===== src/hw/rtl/abbe_pkg.sv =====
// Shared types, constants and the base64 alphabet of the affine byte cipher encoder.
package abbe_pkg;

   localparam int unsigned ByteW = 8;
   localparam int unsigned CharW = 7;
   localparam int unsigned SixW  = 6;
   localparam int unsigned ResW  = 4;
   localparam int unsigned MaxChars = 4;
   localparam int unsigned CountW = 3;

   localparam logic [ByteW-1:0] MultKeyReset = 8'd13;
   localparam logic [ByteW-1:0] AddKeyReset  = 8'd5;

   localparam logic [CharW-1:0] CharPad   = 7'h3D;
   localparam logic [CharW-1:0] CharUpper = 7'h41;
   localparam logic [CharW-1:0] CharLower = 7'h61;
   localparam logic [CharW-1:0] CharDigit = 7'h30;
   localparam logic [CharW-1:0] CharPlus  = 7'h2B;
   localparam logic [CharW-1:0] CharSlash = 7'h2F;

   // Configuration register indexes.
   typedef enum logic {
      CSR_MULT_KEY = 1'b0,
      CSR_ADD_KEY  = 1'b1
   } csr_index_type;

   // Position of the next byte within its three-byte group.
   typedef enum logic [1:0] {
      PHASE_0 = 2'd0,
      PHASE_1 = 2'd1,
      PHASE_2 = 2'd2
   } phase_type;

   // Characters produced by one byte, first character in entry 0.
   typedef struct packed {
      logic [MaxChars-1:0][CharW-1:0] chars;
      logic [CountW-1:0]              count;
      logic                           last;
   } burst_type;

   // Maps a 6-bit group onto the standard base64 alphabet.
   function automatic logic [CharW-1:0] b64_char(input logic [SixW-1:0] six);
      logic [CharW-1:0] ch;
      case (six) inside
         [6'd0:6'd25]:  ch = CharUpper + CharW'(six);
         [6'd26:6'd51]: ch = CharLower + CharW'(6'(six - 6'd26));
         [6'd52:6'd61]: ch = CharDigit + CharW'(6'(six - 6'd52));
         6'd62:         ch = CharPlus;
         default:       ch = CharSlash;
      endcase
      return ch;
   endfunction

endpackage


===== src/hw/rtl/abbe_packer.sv =====
// Affine encipherment and base64 group packing, holding the phase and leftover bits.
module abbe_packer import abbe_pkg::*; (
   input  logic             clock,
   input  logic             reset,
   input  logic             load,
   input  logic [ByteW-1:0] plain_byte,
   input  logic             in_last,
   input  logic [ByteW-1:0] mult_key,
   input  logic [ByteW-1:0] add_key,
   output burst_type        burst
);

   logic [2*ByteW-1:0] product;
   logic [ByteW-1:0]   cipher;
   phase_type          phase_ff, phase_in;
   logic [ResW-1:0]    residual_ff, residual_in;

   assign product = mult_key * plain_byte;
   assign cipher  = product[ByteW-1:0] + add_key;

   // Next phase and leftover bits.
   always_comb begin
      phase_in    = phase_ff;
      residual_in = residual_ff;
      if (load) begin
         if (in_last) begin
            phase_in    = PHASE_0;
            residual_in = '0;
         end else begin
            case (phase_ff)
               PHASE_1: begin
                  phase_in    = PHASE_2;
                  residual_in = cipher[3:0];
               end
               PHASE_2: begin
                  phase_in    = PHASE_0;
                  residual_in = '0;
               end
               default: begin
                  phase_in    = PHASE_1;
                  residual_in = {2'b00, cipher[1:0]};
               end
            endcase
         end
      end
   end

   // Characters for the byte now presented.
   always_comb begin
      burst.chars = '0;
      burst.last  = in_last;
      case (phase_ff)
         PHASE_1: begin
            burst.chars[0] = b64_char({residual_ff[1:0], cipher[7:4]});
            burst.chars[1] = b64_char({cipher[3:0], 2'b00});
            burst.chars[2] = CharPad;
            burst.count    = in_last ? CountW'(3) : CountW'(1);
         end
         PHASE_2: begin
            burst.chars[0] = b64_char({residual_ff, cipher[7:6]});
            burst.chars[1] = b64_char(cipher[5:0]);
            burst.count    = CountW'(2);
         end
         default: begin
            burst.chars[0] = b64_char(cipher[7:2]);
            burst.chars[1] = b64_char({cipher[1:0], 4'b0000});
            burst.chars[2] = CharPad;
            burst.chars[3] = CharPad;
            burst.count    = in_last ? CountW'(4) : CountW'(1);
         end
      endcase
   end

   always_ff @(posedge clock) begin
      if (reset) begin
         phase_ff    <= PHASE_0;
         residual_ff <= '0;
      end else begin
         phase_ff    <= phase_in;
         residual_ff <= residual_in;
      end
   end

endmodule


===== src/hw/rtl/affine_byte_cipher_base64_encoder_core.sv =====
// Top level of the affine byte cipher with base64 output stream.
//
// Each plaintext byte p arriving on the req_ stream is enciphered as
// (add_key + mult_key * p) mod 256, and the enciphered bytes are cut into 6-bit groups
// that leave on the rsp_ stream as standard base64 ASCII characters, one character per
// beat. A character is sent as soon as its group is complete; a byte marked with tlast
// flushes the partial group, adds up to two '=' pad characters and marks the final
// character of the message with tlast. A byte therefore produces one, two, three or four
// beats: one in the first and second position of a group, two in the third, and up to
// four when it ends a message. The rate is set by the single-character output port: a
// byte holds the port until all of its characters have left, so a long message sends
// four characters for every three bytes, plus any pad characters at its end.
// A byte sits in an input register, is enciphered and packed in one
// pass into a small character buffer, and the buffer drains into the output register;
// a new byte is taken in the same cycle that the buffer hands over its last character,
// so both sides stream without bubbles. The keys are written through the csr_ port
// (index 0 is mult_key, reset 13; index 1 is add_key, reset 5) and must only be
// changed while no message is in flight. Reset clears the group position so that the
// first byte starts a new message.
module affine_byte_cipher_base64_encoder_core import abbe_pkg::*; (
   input  logic             clock,
   input  logic             reset,
   // Plaintext stream.
   input  logic             req_tvalid,
   output logic             req_tready,
   input  logic [7:0]       req_tdata,   // [7:0] plain_byte
   input  logic             req_tlast,   // in_last
   // Base64 character stream.
   output logic             rsp_tvalid,
   input  logic             rsp_tready,
   output logic [7:0]       rsp_tdata,   // [6:0] out_char, [7] zero
   output logic             rsp_tlast,   // out_last
   // Key registers.
   input  logic             csr_we,
   input  logic             csr_index,
   input  logic [ByteW-1:0] csr_wdata
);

   logic [ByteW-1:0] mult_key_ff;
   logic [ByteW-1:0] add_key_ff;

   // Input register.
   logic             in_valid_ff;
   logic [ByteW-1:0] in_byte_ff;
   logic             in_last_ff;

   // Character buffer filled by the packer, drained one character per cycle unless stalled.
   logic [MaxChars-1:0][CharW-1:0] chars_ff;
   logic [CountW-1:0]              count_ff;
   logic                           burst_last_ff;

   // Output register.
   logic             rsp_valid_ff;
   logic [CharW-1:0] rsp_char_ff;
   logic             rsp_last_ff;

   burst_type burst;
   logic      req_take;
   logic      move;
   logic      load;

   // A character moves to the output register whenever that register is empty or being
   // emptied this cycle.
   assign move = (count_ff != '0) && (!rsp_valid_ff || rsp_tready);

   // The buffer takes the next byte's characters once it is empty or losing its last one.
   assign load = in_valid_ff &&
                 ((count_ff == '0) || ((count_ff == CountW'(1)) && move));

   assign req_tready = !in_valid_ff || load;
   assign req_take   = req_tvalid && req_tready;

   abbe_packer u_packer (
      .clock      (clock),
      .reset      (reset),
      .load       (load),
      .plain_byte (in_byte_ff),
      .in_last    (in_last_ff),
      .mult_key   (mult_key_ff),
      .add_key    (add_key_ff),
      .burst      (burst)
   );

   // Key registers.
   always_ff @(posedge clock) begin
      if (reset) begin
         mult_key_ff <= MultKeyReset;
         add_key_ff  <= AddKeyReset;
      end else if (csr_we) begin
         case (csr_index_type'(csr_index))
            CSR_MULT_KEY: mult_key_ff <= csr_wdata;
            CSR_ADD_KEY:  add_key_ff  <= csr_wdata;
            default:      ;
         endcase
      end
   end

   // Input register.
   always_ff @(posedge clock) begin
      if (reset) begin
         in_valid_ff <= 1'b0;
      end else if (req_take) begin
         in_valid_ff <= 1'b1;
      end else if (load) begin
         in_valid_ff <= 1'b0;
      end
   end

   always_ff @(posedge clock) begin
      if (req_take) begin
         in_byte_ff <= req_tdata;
         in_last_ff <= req_tlast;
      end
   end

   // Character buffer: a load replaces the contents, otherwise a move shifts by one.
   always_ff @(posedge clock) begin
      if (reset) begin
         count_ff <= '0;
      end else if (load) begin
         count_ff <= burst.count;
      end else if (move) begin
         count_ff <= count_ff - CountW'(1);
      end
   end

   always_ff @(posedge clock) begin
      if (load) begin
         chars_ff      <= burst.chars;
         burst_last_ff <= burst.last;
      end else if (move) begin
         chars_ff <= {{CharW{1'b0}}, chars_ff[MaxChars-1:1]};
      end
   end

   // Output register; the final character of a message carries tlast.
   always_ff @(posedge clock) begin
      if (reset) begin
         rsp_valid_ff <= 1'b0;
      end else if (move) begin
         rsp_valid_ff <= 1'b1;
      end else if (rsp_tready) begin
         rsp_valid_ff <= 1'b0;
      end
   end

   always_ff @(posedge clock) begin
      if (move) begin
         rsp_char_ff <= chars_ff[0];
         rsp_last_ff <= burst_last_ff && (count_ff == CountW'(1));
      end
   end

   assign rsp_tvalid = rsp_valid_ff;
   assign rsp_tdata  = {1'b0, rsp_char_ff};
   assign rsp_tlast  = rsp_last_ff;

endmodule

===== config.mk =====
export PLATFORM = sky130hd
export DESIGN_NAME = affine_byte_cipher_base64_encoder_core
export DESIGN_NICKNAME = d
export VERILOG_FILES = /design/src/hw/rtl/abbe_pkg.sv /design/src/hw/rtl/abbe_packer.sv /design/src/hw/rtl/affine_byte_cipher_base64_encoder_core.sv
export SDC_FILE = /design/constraint.sdc
export NUM_CORES = 1
export LEC_CHECK = 0
export ABC_AREA = 0
export BUFFER_PORTS_ARGS = -buffer_cell sky130_fd_sc_hd__buf_2
export CORE_AREA = 5 5 147 149
export DETAILED_ROUTE_END_ITERATION = 12
export DIE_AREA = 0 0 152 154
export GPL_ROUTABILITY_DRIVEN = 0
export PLACE_DENSITY_LB_ADDON = 0.1
export REMOVE_ABC_BUFFERS = 1
export SYNTH_ARGS = -nofsm -noshare
export SYNTH_HDL_FRONTEND = slang
export SYNTH_HIERARCHICAL = 1
export SYNTH_SLANG_ARGS = --single-unit

===== constraint.sdc =====
create_clock -name clock -period 10.1 [get_ports clock]
set_input_delay 1.01 -clock clock [delete_from_list [all_inputs] [get_ports clock]]
set_output_delay 1.01 -clock clock [all_outputs]
set_load 0.02 [all_outputs]

# Yosys cells after proc, flatten, opt, wreduce, memory -nomap -nowiden
# Cells that the tools add are included.
# classes
add_sub_neg	32
n_mul	1
order_cmp	36
n_eq_ne	7
n_mux	39
n_bitwise	1
n_reduce_logical	36
# op_table
cell	count
two-way mux 7 bit	18
adder 7 x 6 -> 7 bit, first input constant	12
less-or-equal comparator 6 bit, second input constant	12
two-way mux 28 bit	2
adder 6 x 6 -> 7 bit, first input constant	6
greater-or-equal comparator 6 x 1 -> 1 bit, second input constant	6
greater-or-equal comparator 6 x 5 -> 1 bit, second input constant	6
greater-or-equal comparator 6 bit, second input constant	6
less-or-equal comparator 6 x 5 -> 1 bit, second input constant	6
subtractor 6 x 5 -> 6 bit, second input constant	6
subtractor 6 bit, second input constant	6
case mux 17 bit (2 select lines)	1
equality test 6 bit, second input constant	4
logical AND 1 bit	23
two-way mux 3 bit	7
two-way mux 6 bit	2
adder 8 bit	1
multiplier 8 x 8 -> 8 bit	1
case mux 4 bit (2 select lines)	1
nonzero test 2 bit	3
two-way mux 1 bit	4
two-way mux 2 bit	2
two-way mux 4 bit	1
case mux 2 bit (2 select lines)	1
11 further kinds	15
# totals
regBits	73
input_bits	23
out_inout_bits	11

# Depth between registers and ports, before layout
# depth
depth_word	9
mapped_depth	24

# Cells and area by module
# Netlist, hierarchy kept.
# by_module_without_submodules
mod	instances	cells_per_inst	area_each_um2	seq_area_each_um2
abbe_packer	1	574	4181.5	120.1
affine_byte_cipher_base64_encoder_core	1	191	2683.8	1801.7

# Worst setup path after synthesis
# OpenSTA, ideal clock, no wires.
# synth_timing
path_kind	register to register
start	reg in_byte_ff[1]
end	reg chars_ff[4] in the netlist's numbering, data pin
arrival_ns	5.593
required_ns	9.840
path_slack_ns	4.246
path_stages_with_launch	24
n_path_buf	2
period_less_slack_ns	5.854
path_cell_list	edfxtp_1 > nand2_1 > fa_1 > inv_1 > fa_1 > ha_1 > inv_1 > fa_1 > inv_1 > fa_1 > a21o_1 > a21oi_1 > xnor3_1 > xor3_2 > inv_4 > buf_4 > buf_2 > ha_1 > a31oi_1 > o32ai_1 > and2_0 > o31a_1 > a211o_1 > mux2_4
# synth_lines
item	line_no	text
from (decl)	affine_byte_cipher_base64_encoder_core.sv:44	logic [ByteW-1:0] in_byte_ff;
from (signal assigned)	affine_byte_cipher_base64_encoder_core.sv:111	in_byte_ff <= req_tdata;
to (signal assigned)	affine_byte_cipher_base64_encoder_core.sv:129	chars_ff <= burst.chars;
to (signal assigned)	affine_byte_cipher_base64_encoder_core.sv:132	chars_ff <= {{CharW{1'b0}}, chars_ff[MaxChars-1:1]};
to (decl)	affine_byte_cipher_base64_encoder_core.sv:48	logic [MaxChars-1:0][CharW-1:0] chars_ff;

==> metrics.md <==
| Metric | Value |
|---|---|
| DR pass1 iterations | 7 |
| DP Cell Count | 1020 |
| Post-cts resize count | 0 |
| Most used flip-flop cell after synthesis | edfxtp_1 |
| Setup violators final | 0 |
| Yosys top cell area share | 20.1% |
| N_diodes | 0 |
| Largest net degree at the start of global routing | 30 |
| Final Hold Vio Count | 0 |
| Crit-path max FO | 27 |
| H-tree depth reported by CTS | 3 |
| Final Cell Area | 0.00744 mm² |
| First-pass GRT wire length | 29600 µm |
| WL/cell | 17.6 µm |
| Outcome | complete, no violations |
| Port Buf Inserts | 32 |
| Post-route insts no fill | 1036 |
| Antenna-violating nets left | 0 |
| Critical path class | reg -> reg |
| Post-Synthesis Cells | 765 |
| Tightest Pin Transition | 1.25 ns |
| #FFs+latches synth | 73 |
| DRC marker count from the first detailed-route iteration | 282 |
| Synth async-reset ratio | 0% |
| Core Box Area | 0.0200 mm² |
| Initial core utilization | 34.3% |
| Die width | 152 µm |
| Setup Fix Bufs, Post-CTS | 0 |
| Vias | 5456 |
| DP HPWL | 13700 µm |
| # IOs | 34 |
| Hold Buf Count CTS | 0 |
| FP Rows | 52 |
| Root buffer cell | clkbuf_16 |
| Clock sinks | 73 |
| Share of cells above drive strength 1 | 12.0% |
| Synth unique cells | 83 |
| Max-Cap Viols | 0 |
| Die footprint | 0.0234 mm² |
| Max_slew headroom | 15.9% |
| Leading area contributor after synthesis | edfxtp_1 |
| Max Freq | 151 MHz |
| Later-pin clock latency in the skew report | 0.34 ns |
| CTS tree | yes |
| Count leader, synth | nand2_1 |
| Cell area after synthesis | 0.00687 mm² |
| Nets | 867 |
| Critical path endpoint category | flop |
| Number of global-route vias before repair | 5547 |
| Grt total ovfl | 0 |
| Crit path DAT | 6.81 ns |
| Crit path required time | 10.30 ns |
| # DRC | 0 |
| Clk_skew | 0.0129 ns |
| Post-synth top cells | 94 x nand2_1, 65 x ha_1, 53 x a21oi_1 |
| Clk pin slew, worst setup/hold paths | 0.06 ns |
| Vias/cell | 5.27 |
| Tcrit/Tclk final | 65.4% |
| Final setup TNS | 0 ns |
| Final Critical Period | 6.60 ns |
| Hold crit path type | reg -> reg |
| Antenna violations before repair | 0 |
| Area growth syn-to-layout | 8.44% |
| RSZ-0062 raised after global routing | no |
| Synth area leaders | edfxtp_1 20%, ha_1 12%, dfxtp_1 7.9% |
| Max-slew violation count | 0 |
| Sequential area share after synthesis | 28.0% |
| Synth Warn # | 6 |
| Placed instance area | 0.00712 mm² |
| Syn_area_per_cell | 8.97 µm² |
| Longest Clk Path Bufs | 2 |
| EDFF count, synth | 46 |
| Critical Path Source Type | flop |
| Total Routing Usage GR | 15.4% |
| Die Span Y | 154 µm |
| Number of buffers created by CTS | 9 |
| Routed wire length | 18200 µm |
[metrics by stage]
step	hold slack, ns	util (%)	setup WS, ns
final	0.420	37.2	3.50
after detailed placement	0.405	35.5	3.49
after floorplan	0.400	-	3.76
after CTS	0.419	37.2	3.47
after global routing	0.438	37.2	2.97
after global placement	0.401	35.5	3.57
[cells in the final DEF, fill, tap and decap left out, types with 4 or more instances in the layout]
master	Yosys	routed
mux2i_1	9	9
a211o_1	4	4
dfxtp_1	27	27
a311oi_1	4	4
mux2_4	17	17
and3_1	11	11
edfxtp_1	46	46
a31oi_1	10	10
and2_1	18	18
inv_1	48	48
o31ai_1	4	4
nor2b_1	13	13
clkbuf_16	0	9
nor3_1	9	9
buf_4	15	4
ha_1	65	65
nand3b_1	5	5
buf_2	5	32
o21ai_0	29	29
nor2_1	38	38
o31a_1	4	4
conb_1	2	5
xnor2_1	40	40
o22ai_1	6	6
nand2_1	94	94
nand3_1	14	14
nand4_1	4	4
fa_1	18	18
o211ai_1	4	4
a21oi_1	53	53
mux2_2	8	8
a211oi_1	7	7
xor2_1	17	17
nand2b_1	16	16
[logic make-up after synthesis]
logic type,count (synthesis),synth area share (%)
AND/OR/NAND/NOR,244,17.7
AO/OA/AOI/OAI,163,15.6
buffers and inverters,106,7.03
adder cells (fa/ha/maj),83,17.1
flip-flops,73,28.0
XOR/XNOR,60,8.20
multiplexers,34,6.34
other,2,0.109
[cell type report]
cell class                 instances  area (µm²)
clock inverter                     7         100
sequential                        73        1920
fill                            2127       12600
timing repair buffer              36         190
inverter                          52         198
multi-input combinational        589        4470
clock buffer                       9         225
tap                              270         338
[routing by layer]
metal	wire [µm]	GRT usage, %	vias up
met5	0	0	-
met4	386	4.62	0
met3	573	2.45	34
met2	8800	25.9	122
met1	8430	20.4	2641
li1	-	-	2659
[critical path, stage by stage, from the launching register on]
cell      delay (ns)
edfxtp_1        0.48
nand2_1         0.12
fa_1            0.49
inv_1           0.05
fa_1            0.45
ha_1            0.28
inv_1           0.05
fa_1            0.52
inv_1           0.07
fa_1            0.46
a21o_1          0.20
a21oi_1         0.15
xnor3_1         0.23
xor3_2          0.54
inv_4           0.23
a311oi_1        1.06
a21oi_1         0.18
a211oi_1        0.52
a211o_1         0.22
mux2_2          0.15
[registers in the layout, indices dropped and copies added, names as in the netlist]
signal / flops
u_packer/phase_ff: 2
rsp_char_ff: 7
add_key_ff: 8
mult_key_ff: 8
in_valid_ff: 1
count_ff: 3
in_byte_ff: 8
rsp_tvalid: 1
chars_ff: 28
u_packer/residual_ff: 4
rsp_tlast: 1
burst_last_ff: 1
in_last_ff: 1
[final timing paths]
kind | start | end | slack (ns) | cells past startpoint
hold / removal | chars_ff[3] | rsp_char_ff[3] | 0.42 | 0
setup reg to reg | in_byte_ff[0] | chars_ff[1] | 3.50 | 19
setup / recovery | in_byte_ff[0] | chars_ff[1] | 3.50 | 19
hold reg to reg | chars_ff[3] | rsp_char_ff[3] | 0.42 | 0
Power is not shown: default switching activity piles up to over one toggle a cycle in this logic, so the estimate is an artifact.
